`src/rtl/core/shamh_pkg.sv`:
```
// ----------------------------------------------------------------------------
// SHA-256 hasher package
// Shared types, round constants and initial hash value.
// ----------------------------------------------------------------------------
`default_nettype none

package shamh_pkg;

    typedef logic [0:7][31:0] hw_t;

    typedef struct packed {
        logic       shift_en;
        logic [7:0] shift_byte;
        logic       start;
        logic       init;
    } cmp_ctl_t;

    localparam hw_t IV_HASH = {
        32'h6a09e667, 32'hbb67ae85, 32'h3c6ef372, 32'ha54ff53a,
        32'h510e527f, 32'h9b05688c, 32'h1f83d9ab, 32'h5be0cd19
    };

    localparam logic [0:63][31:0] ROUND_K = {
        32'h428a2f98, 32'h71374491, 32'hb5c0fbcf, 32'he9b5dba5,
        32'h3956c25b, 32'h59f111f1, 32'h923f82a4, 32'hab1c5ed5,
        32'hd807aa98, 32'h12835b01, 32'h243185be, 32'h550c7dc3,
        32'h72be5d74, 32'h80deb1fe, 32'h9bdc06a7, 32'hc19bf174,
        32'he49b69c1, 32'hefbe4786, 32'h0fc19dc6, 32'h240ca1cc,
        32'h2de92c6f, 32'h4a7484aa, 32'h5cb0a9dc, 32'h76f988da,
        32'h983e5152, 32'ha831c66d, 32'hb00327c8, 32'hbf597fc7,
        32'hc6e00bf3, 32'hd5a79147, 32'h06ca6351, 32'h14292967,
        32'h27b70a85, 32'h2e1b2138, 32'h4d2c6dfc, 32'h53380d13,
        32'h650a7354, 32'h766a0abb, 32'h81c2c92e, 32'h92722c85,
        32'ha2bfe8a1, 32'ha81a664b, 32'hc24b8b70, 32'hc76c51a3,
        32'hd192e819, 32'hd6990624, 32'hf40e3585, 32'h106aa070,
        32'h19a4c116, 32'h1e376c08, 32'h2748774c, 32'h34b0bcb5,
        32'h391c0cb3, 32'h4ed8aa4a, 32'h5b9cca4f, 32'h682e6ff3,
        32'h748f82ee, 32'h78a5636f, 32'h84c87814, 32'h8cc70208,
        32'h90befffa, 32'ha4506ceb, 32'hbef9a3f7, 32'hc67178f2
    };

endpackage

`default_nettype wire

```
`src/rtl/core/shamh_round.sv`:
```
// ----------------------------------------------------------------------------
// SHA-256 round unit
// One compression round and one message schedule word, combinational.
// ----------------------------------------------------------------------------
`default_nettype none

module shamh_round (
    input  shamh_pkg::hw_t rw,
    input  logic [31:0]    k,
    input  logic [31:0]    w0,
    input  logic [31:0]    w1,
    input  logic [31:0]    w9,
    input  logic [31:0]    w14,
    output shamh_pkg::hw_t rw_new,
    output logic [31:0]    w_new
);

    function automatic logic [31:0] rotr(input logic [31:0] x, input int n);
        return (x >> n) | (x << (32 - n));
    endfunction

    logic [31:0] a;
    logic [31:0] e;
    logic [31:0] big_s0;
    logic [31:0] big_s1;
    logic [31:0] ch;
    logic [31:0] maj;
    logic [31:0] t1;
    logic [31:0] t2;
    logic [31:0] sm_s0;
    logic [31:0] sm_s1;

    assign a      = rw[0];
    assign e      = rw[4];
    assign big_s0 = rotr(a, 2) ^ rotr(a, 13) ^ rotr(a, 22);
    assign big_s1 = rotr(e, 6) ^ rotr(e, 11) ^ rotr(e, 25);
    assign ch     = (e & rw[5]) ^ (~e & rw[6]);
    assign maj    = (a & rw[1]) ^ (a & rw[2]) ^ (rw[1] & rw[2]);
    assign t1     = rw[7] + big_s1 + ch + k + w0;
    assign t2     = big_s0 + maj;

    assign rw_new = {t1 + t2, rw[0], rw[1], rw[2], rw[3] + t1, rw[4], rw[5], rw[6]};

    assign sm_s0 = rotr(w1, 7) ^ rotr(w1, 18) ^ (w1 >> 3);
    assign sm_s1 = rotr(w14, 17) ^ rotr(w14, 19) ^ (w14 >> 10);
    assign w_new = w0 + sm_s0 + w9 + sm_s1;

endmodule

`default_nettype wire

```
`src/rtl/core/shamh_out.sv`:
```
// ----------------------------------------------------------------------------
// SHA-256 digest output stage
// Holds a finished digest and sends it one word per beat.
// ----------------------------------------------------------------------------
`default_nettype none

module shamh_out (
    input  logic           clk,
    input  logic           rst_n,
    input  logic           load,
    input  shamh_pkg::hw_t digest_in,
    input  logic           dig_stall,
    output logic           dig_valid,
    output logic [31:0]    digest_word,
    output logic [2:0]     word_index,
    output logic           last,
    output logic           busy
);

    logic           vld_reg;
    logic           vld_next;
    logic [2:0]     idx_reg;
    logic [2:0]     idx_next;
    shamh_pkg::hw_t dig_reg;
    shamh_pkg::hw_t dig_next;

    always_comb
    begin
        vld_next = vld_reg;
        idx_next = idx_reg;
        dig_next = dig_reg;
        if (load)
        begin
            vld_next = 1'b1;
            idx_next = 3'd0;
            dig_next = digest_in;
        end
        else if (vld_reg && !dig_stall)
        begin
            idx_next = idx_reg + 3'd1;
            dig_next = {dig_reg[1:7], 32'h0};
            if (idx_reg == 3'd7)
            begin
                vld_next = 1'b0;
            end
        end
    end

    always_ff @(posedge clk or negedge rst_n)
    begin
        if (!rst_n)
        begin
            vld_reg <= 1'b0;
            idx_reg <= 3'd0;
        end
        else
        begin
            vld_reg <= vld_next;
            idx_reg <= idx_next;
        end
    end

    always_ff @(posedge clk)
    begin
        dig_reg <= dig_next;
    end

    assign dig_valid   = vld_reg;
    assign digest_word = dig_reg[0];
    assign word_index  = idx_reg;
    assign last        = (idx_reg == 3'd7);
    assign busy        = vld_reg;

endmodule

`default_nettype wire

```
`src/rtl/core/shamh_compress.sv`:
```
// ----------------------------------------------------------------------------
// SHA-256 compression sequencer
// Message window, working words and hash state; one round per cycle.
// ----------------------------------------------------------------------------
`default_nettype none

module shamh_compress (
    input  logic                clk,
    input  logic                rst_n,
    input  shamh_pkg::cmp_ctl_t ctl,
    output logic                done,
    output shamh_pkg::hw_t      hash
);

    typedef enum logic [1:0] {
        C_IDLE,
        C_ROUND,
        C_FOLD
    } cstate_t;

    cstate_t        state_reg;
    cstate_t        state_next;
    logic [5:0]     rnd_reg;
    logic [5:0]     rnd_next;
    shamh_pkg::hw_t hash_reg;
    shamh_pkg::hw_t hash_next;
    shamh_pkg::hw_t rw_reg;
    shamh_pkg::hw_t rw_next;
    logic [511:0]   win_reg;
    logic [511:0]   win_next;
    shamh_pkg::hw_t rw_new;
    logic [31:0]    w_new;

    shamh_round u_round (
        .rw     (rw_reg),
        .k      (shamh_pkg::ROUND_K[rnd_reg]),
        .w0     (win_reg[511:480]),
        .w1     (win_reg[479:448]),
        .w9     (win_reg[223:192]),
        .w14    (win_reg[63:32]),
        .rw_new (rw_new),
        .w_new  (w_new)
    );

    always_comb
    begin
        state_next = state_reg;
        rnd_next   = rnd_reg;
        hash_next  = hash_reg;
        rw_next    = rw_reg;
        win_next   = win_reg;
        unique case (state_reg)
            C_IDLE:
            begin
                if (ctl.init)
                begin
                    hash_next = shamh_pkg::IV_HASH;
                end
                if (ctl.shift_en)
                begin
                    win_next = {win_reg[503:0], ctl.shift_byte};
                end
                if (ctl.start)
                begin
                    rw_next    = hash_reg;
                    rnd_next   = 6'd0;
                    state_next = C_ROUND;
                end
            end
            C_ROUND:
            begin
                rw_next  = rw_new;
                win_next = {win_reg[479:0], w_new};
                rnd_next = rnd_reg + 6'd1;
                if (rnd_reg == 6'd63)
                begin
                    state_next = C_FOLD;
                end
            end
            C_FOLD:
            begin
                for (int i = 0; i < 8; i++)
                begin
                    hash_next[i] = hash_reg[i] + rw_reg[i];
                end
                state_next = C_IDLE;
            end
            default:
            begin
                state_next = C_IDLE;
            end
        endcase
    end

    always_ff @(posedge clk or negedge rst_n)
    begin
        if (!rst_n)
        begin
            state_reg <= C_IDLE;
            rnd_reg   <= 6'd0;
            hash_reg  <= shamh_pkg::IV_HASH;
        end
        else
        begin
            state_reg <= state_next;
            rnd_reg   <= rnd_next;
            hash_reg  <= hash_next;
        end
    end

    always_ff @(posedge clk)
    begin
        rw_reg  <= rw_next;
        win_reg <= win_next;
    end

    assign done = (state_reg == C_FOLD);
    assign hash = hash_reg;

endmodule

`default_nettype wire

```
`src/rtl/core/sha256_message_hasher_core.sv`:
```
// ----------------------------------------------------------------------------
// SHA-256 message hasher core
// Absorbs a message one byte per beat, pads on finish, sends the digest.
//
//   channel  dir  signals                                    beat
//   msg      in   msg_valid msg_stall op data_byte           one byte or finish
//   dig      out  dig_valid dig_stall digest_word word_index last  one word
//
// A data byte that does not fill a block causes no stall; the byte that fills
// a block stalls the input through 64 rounds of the shared round unit, then the hash fold.
// A finish feeds 9 to 72 padding bytes through the same byte path, one per
// cycle outside the compressions, runs one or two compressions, hands the
// digest to the output register; the eight words drain at dig_stall's pace.
// Reset restores the initial hash value and clears the byte count.
// ----------------------------------------------------------------------------
`default_nettype none

module sha256_message_hasher_core (
    input  logic        clk,
    input  logic        rst_n,
    input  logic        msg_valid,
    output logic        msg_stall,
    input  logic        op,
    input  logic [7:0]  data_byte,
    output logic        dig_valid,
    input  logic        dig_stall,
    output logic [31:0] digest_word,
    output logic [2:0]  word_index,
    output logic        last
);

    typedef enum logic [1:0] {
        S_IDLE,
        S_PAD,
        S_HASH,
        S_EMIT
    } state_t;

    state_t              state_reg;
    state_t              state_next;
    state_t              ret_reg;
    state_t              ret_next;
    logic [63:0]         cnt_reg;
    logic [63:0]         cnt_next;
    logic [63:0]         len_reg;
    logic [63:0]         len_next;
    logic                first_reg;
    logic                first_next;
    logic                extra_reg;
    logic                extra_next;
    logic [5:0]          pos;
    logic                acc;
    logic                len_phase;
    logic [7:0]          pad_byte;
    logic                out_load;
    logic                out_busy;
    logic                cmp_done;
    shamh_pkg::cmp_ctl_t ctl;
    shamh_pkg::hw_t      hash;

    shamh_compress u_compress (
        .clk   (clk),
        .rst_n (rst_n),
        .ctl   (ctl),
        .done  (cmp_done),
        .hash  (hash)
    );

    shamh_out u_out (
        .clk         (clk),
        .rst_n       (rst_n),
        .load        (out_load),
        .digest_in   (hash),
        .dig_stall   (dig_stall),
        .dig_valid   (dig_valid),
        .digest_word (digest_word),
        .word_index  (word_index),
        .last        (last),
        .busy        (out_busy)
    );

    assign pos       = cnt_reg[5:0];
    assign msg_stall = (state_reg != S_IDLE);
    assign acc       = msg_valid && !msg_stall;
    assign len_phase = !first_reg && !extra_reg && (pos[5:3] == 3'b111);

    always_comb
    begin
        if (first_reg)
        begin
            pad_byte = 8'h80;
        end
        else if (len_phase)
        begin
            pad_byte = len_reg[63:56];
        end
        else
        begin
            pad_byte = 8'h00;
        end
    end

    always_comb
    begin
        state_next = state_reg;
        ret_next   = ret_reg;
        cnt_next   = cnt_reg;
        len_next   = len_reg;
        first_next = first_reg;
        extra_next = extra_reg;
        out_load   = 1'b0;
        ctl        = '0;
        unique case (state_reg)
            S_IDLE:
            begin
                if (acc)
                begin
                    if (!op)
                    begin
                        ctl.shift_en   = 1'b1;
                        ctl.shift_byte = data_byte;
                        cnt_next       = cnt_reg + 64'd1;
                        if (&pos)
                        begin
                            ctl.start  = 1'b1;
                            ret_next   = S_IDLE;
                            state_next = S_HASH;
                        end
                    end
                    else
                    begin
                        len_next   = {cnt_reg[60:0], 3'b000};
                        first_next = 1'b1;
                        extra_next = (pos[5:3] == 3'b111);
                        state_next = S_PAD;
                    end
                end
            end
            S_PAD:
            begin
                ctl.shift_en   = 1'b1;
                ctl.shift_byte = pad_byte;
                cnt_next       = cnt_reg + 64'd1;
                first_next     = 1'b0;
                if (len_phase)
                begin
                    len_next = {len_reg[55:0], 8'h00};
                end
                if (&pos)
                begin
                    ctl.start  = 1'b1;
                    extra_next = 1'b0;
                    ret_next   = extra_reg ? S_PAD : S_EMIT;
                    state_next = S_HASH;
                end
            end
            S_HASH:
            begin
                if (cmp_done)
                begin
                    state_next = ret_reg;
                end
            end
            S_EMIT:
            begin
                if (!out_busy)
                begin
                    out_load   = 1'b1;
                    ctl.init   = 1'b1;
                    cnt_next   = 64'd0;
                    state_next = S_IDLE;
                end
            end
            default:
            begin
                state_next = S_IDLE;
            end
        endcase
    end

    always_ff @(posedge clk or negedge rst_n)
    begin
        if (!rst_n)
        begin
            state_reg <= S_IDLE;
            ret_reg   <= S_IDLE;
            cnt_reg   <= 64'd0;
            first_reg <= 1'b0;
            extra_reg <= 1'b0;
        end
        else
        begin
            state_reg <= state_next;
            ret_reg   <= ret_next;
            cnt_reg   <= cnt_next;
            first_reg <= first_next;
            extra_reg <= extra_next;
        end
    end

    always_ff @(posedge clk)
    begin
        len_reg <= len_next;
    end

endmodule

`default_nettype wire

```
`config.mk`:
```
export PLATFORM = sky130hd
export DESIGN_NAME = sha256_message_hasher_core
export DESIGN_NICKNAME = d
export VERILOG_FILES = /design/src/rtl/core/shamh_pkg.sv /design/src/rtl/core/shamh_round.sv /design/src/rtl/core/shamh_out.sv /design/src/rtl/core/shamh_compress.sv /design/src/rtl/core/sha256_message_hasher_core.sv
export SDC_FILE = /design/constraint.sdc
export NUM_CORES = 2
export LEC_CHECK = 0
export ABC_AREA = 1
export BUFFER_PORTS_ARGS = -buffer_cell sky130_fd_sc_hd__clkbuf_2
export CAP_MARGIN = 20
export CORE_ASPECT_RATIO = 2
export CORE_MARGIN = 4
export CORE_UTILIZATION = 23
export DETAILED_ROUTE_END_ITERATION = 16
export PLACE_DENSITY = 0.44
export SLEW_MARGIN = 15
export SYNTH_ARGS = -nofsm -noshare
export SYNTH_HDL_FRONTEND = slang
export SYNTH_SLANG_ARGS = --single-unit
```
`constraint.sdc`:
```
create_clock -name clk -period 35.1 [get_ports clk]
set_clock_uncertainty 0.1 [all_clocks]
set_input_delay 10.53 -clock clk [delete_from_list [all_inputs] [get_ports clk]]
set_output_delay 10.53 -clock clk [all_outputs]
set_load 0.05 [all_outputs]
```
==> run summary <==
top flip-flop cell by instance count after synthesis: sky130_fd_sc_hd__edfxtp_1
number of global-route vias before repair: 84340
number of buffers between clock root and the deepest sink: 4
worst-skew pair later-pin latency: 0.91 ns
antenna violations before repair: 20
cell count after synthesis: 11410
Hold-fix buffers, CTS: 0
Critical Path Start Type: input pin
post_cts resized: 0
global-route wire length before repair: 628900 um
worst hold path type: reg -> reg
endpoint type of the worst setup path: flip-flop
transition at the pin with the smallest max-transition slack: 1.265 ns
number of primary I/O pins: 51
Routed WL per cell: 27.19 um
max-slew violations: 0
count of synthesis-stage warnings from yosys: 0
final core area utilization: 25.96%
maximum fanout along the worst path: 81
result of the run: finished, final reports clean
CTS tree: done
post-DR vias/cell: 4.774
share of final-layout standard cells stronger than drive strength 1: 5.586%
cell total after placement: 16440
gate family responsible for the most delay along the worst path: buffers and inverters
library cell contributing the largest single delay on the critical path: sky130_fd_sc_hd__buf_4
share of the clock period used by the worst path after layout: 41.65%
Avg Inst Size Synth: 8.099 um2
number of buffers inserted to repair setup after CTS: 0
number of sinks handled by clock tree synthesis: 1420
die width: 456.3 um
achievable frequency: 68.40 MHz
Worst Slack Setup Final: 20.48 ns
CTS Root Cell: sky130_fd_sc_hd__clkbuf_16
iteration count of the initial detailed-routing pass: 8
number of rows in the core area: 329
total negative setup slack: 0 ns
number of port buffers: 50
number of levels in the clock H-tree: 4
top cells by area, synth: sky130_fd_sc_hd__edfxtp_1, sky130_fd_sc_hd__nand2_1, sky130_fd_sc_hd__o21ai_0
number of nets produced by synthesis: 12020
cell type with the highest occurrence count on the critical path: sky130_fd_sc_hd__buf_4
cell type with the highest aggregate area in the netlist: sky130_fd_sc_hd__edfxtp_1
grt total ovfl: 0
area share of the leading cell type in the synthesized netlist: 35.25%
detailed placement HPWL: 351000 um
Required @ worst endpoint: 35.46 ns
setup violation total in the final timing report: 0
die boundary height: 904.5 um
Inserted Clock Buffers: 163
filler-free cell count of the finished design: 16750
area of the die: 412700 um2
routed length on met2: 245000 um
synthesis-stage register bit count: 1420
Layout area overhead: 12.59%
Via Count: 79960
highest metal layer with signal wires: met5
metal1 wirelength: 132000 um
Post-Place Setup Slack: 19.52 ns
library cells used by synthesis: 67
total count of hold-check failures in the final report: 0
Post-synth EDFFs: 1085
net total in the final layout: 11920
share of async-settable or async-resettable flops after synthesis: 23.59%
drt drc: 0
Min Clock Period, post-route: 14.62 ns
post-synthesis instance area: 92430 um2
setup repair after global routing missed its margin: no
max-capacitance violation count: 0
pin count of the biggest net entering global routing: 207
Detail Route Antenna Nets: 0
endpoint arrival time on the critical path: 14.98 ns
Final GP Congestion: 1.049
sequence of cells on the critical path: clkbuf_2 -> inv_1 -> nand2_1 -> nand4_4 -> nor2_1 -> inv_1 -> a21oi_4 -> buf_4 -> buf_4 -> buf_4
wire length after detailed routing: 455400 um
area of the core region: 400900 um2
Buf/Inv on CP: 6
flip-flop count of the largest register, all copies and words added: 512
met3 layer wire length in the routed design: 15400 um
classification of the worst setup path: in -> reg
sequential cell area fraction in the yosys report: 44.50%
headroom to the max-slew limit: 14.91%
First DRT Iteration DRCs: 5521
effective utilization at floorplan: 23.05%
CTS clock-pin slew for the worst setup and hold paths: 0.07 ns
largest stage delay on the critical path: 0.94 ns
overall fraction of global-route tracks in use: 21.56%
[routing by layer]
metal / up-vias / GRT usage, %
met5: - / 0
met4: 6 / 24.04
met3: 1492 / 3.230
met2: 2429 / 41.39
met1: 38550 / 17.40
li1: 37490 / -
[cell usage after synthesis (17+ instances only)]
library cell               count
sky130_fd_sc_hd__a21boi_0     32
sky130_fd_sc_hd__nand3_1     415
sky130_fd_sc_hd__buf_4        34
sky130_fd_sc_hd__clkbuf_1    295
sky130_fd_sc_hd__o21a_1       39
sky130_fd_sc_hd__maj3_1       21
sky130_fd_sc_hd__buf_1        17
sky130_fd_sc_hd__nand4_1     117
sky130_fd_sc_hd__nand3b_1     28
sky130_fd_sc_hd__o21bai_1     52
sky130_fd_sc_hd__edfxtp_1   1085
sky130_fd_sc_hd__o22ai_1     116
sky130_fd_sc_hd__dfrtp_1     199
sky130_fd_sc_hd__xnor2_1     148
sky130_fd_sc_hd__nand2_1    3668
sky130_fd_sc_hd__a31oi_1      23
sky130_fd_sc_hd__o211ai_1     33
sky130_fd_sc_hd__dfstp_2     136
sky130_fd_sc_hd__fa_1        195
sky130_fd_sc_hd__nor2_1      797
sky130_fd_sc_hd__nor3_1      116
sky130_fd_sc_hd__inv_1      1277
sky130_fd_sc_hd__o21ai_0    1029
sky130_fd_sc_hd__xor2_1      232
sky130_fd_sc_hd__a21oi_1     589
sky130_fd_sc_hd__buf_2       106
sky130_fd_sc_hd__o31ai_1      18
sky130_fd_sc_hd__a21o_1       51
sky130_fd_sc_hd__ha_1        396
[final cells by class]
cell class                      instances  area (um2)
Inverter                             1286        4865
Sequential cell                      1420       41130
Tap cell                             5296        6626
Fill cell                           44440      296900
Multi-Input combinational cell       8254       44690
Clock buffer                          196        4317
Antenna cell                           16       40.04
Clock inverter                         93       982.2
Timing Repair Buffer                  190        1419
[cells in the final DEF (no fill, tap or decap), types with 195 or more instances in the layout]
master                     instances
sky130_fd_sc_hd__nand3_1         415
sky130_fd_sc_hd__edfxtp_1       1085
sky130_fd_sc_hd__ha_1            396
sky130_fd_sc_hd__dfrtp_1         199
sky130_fd_sc_hd__nand2_1        3666
sky130_fd_sc_hd__a21oi_1         587
sky130_fd_sc_hd__o21ai_0        1011
sky130_fd_sc_hd__nor2_1          790
sky130_fd_sc_hd__xor2_1          232
sky130_fd_sc_hd__fa_1            195
sky130_fd_sc_hd__inv_1          1274
[final timing paths]
check                                        from  slack [ns]  depth (start not counted)                 endpoint
max                                     msg_valid       20.48                         10  u_compress.win_reg[246]
min                        u_compress.win_reg[19]        0.40                          2   u_compress.win_reg[51]
max reg2reg                 u_compress.rnd_reg[1]       24.36                         36   u_compress.rw_reg[245]
min reg2reg                u_compress.win_reg[19]        0.40                          2   u_compress.win_reg[51]
max in group asynchronous                   rst_n       23.26                          3     u_compress.hash[215]
min in group asynchronous                   rst_n        9.48                          1     u_compress.hash[104]
[cell families after synthesis]
| family | share of synthesized area [%] |
|---|---|
| AND/OR/NAND/NOR | 22.55 |
| AO/OA/AOI/OAI | 12.16 |
| buffers and inverters | 7.342 |
| flip-flops | 44.50 |
| adder cells (fa/ha/maj) | 9.811 |
| XOR/XNOR | 3.601 |
| multiplexers | 0.03249 |
[metrics by stage]
| step | instance area (um2) | hold slack [ns] |
|---|---|---|
| final | 104100 | 0.4003 |
| after detailed placement | 98600 | 0.3933 |
| after global routing | 104000 | 0.4201 |
| after CTS | 103900 | 0.3888 |
| after floorplan | 92430 | 0.3550 |
| after global placement | 98520 | 0.3928 |
[worst register-to-register path: cells and delay by family, from the launching register on]
kind,cells,cell delay [ns]
buffers and inverters,7,1.18
DFF,1,0.36
and+or+nand+nor,13,2.58
xor gates and xnor gates,1,0.58
adders and majority gates,8,3.33
AOI/OAI and AO/OA,7,2.29
Power is left out: the tool's default activity adds up to more than one toggle a clock period on the data nets, which glitch-free logic cannot reach.
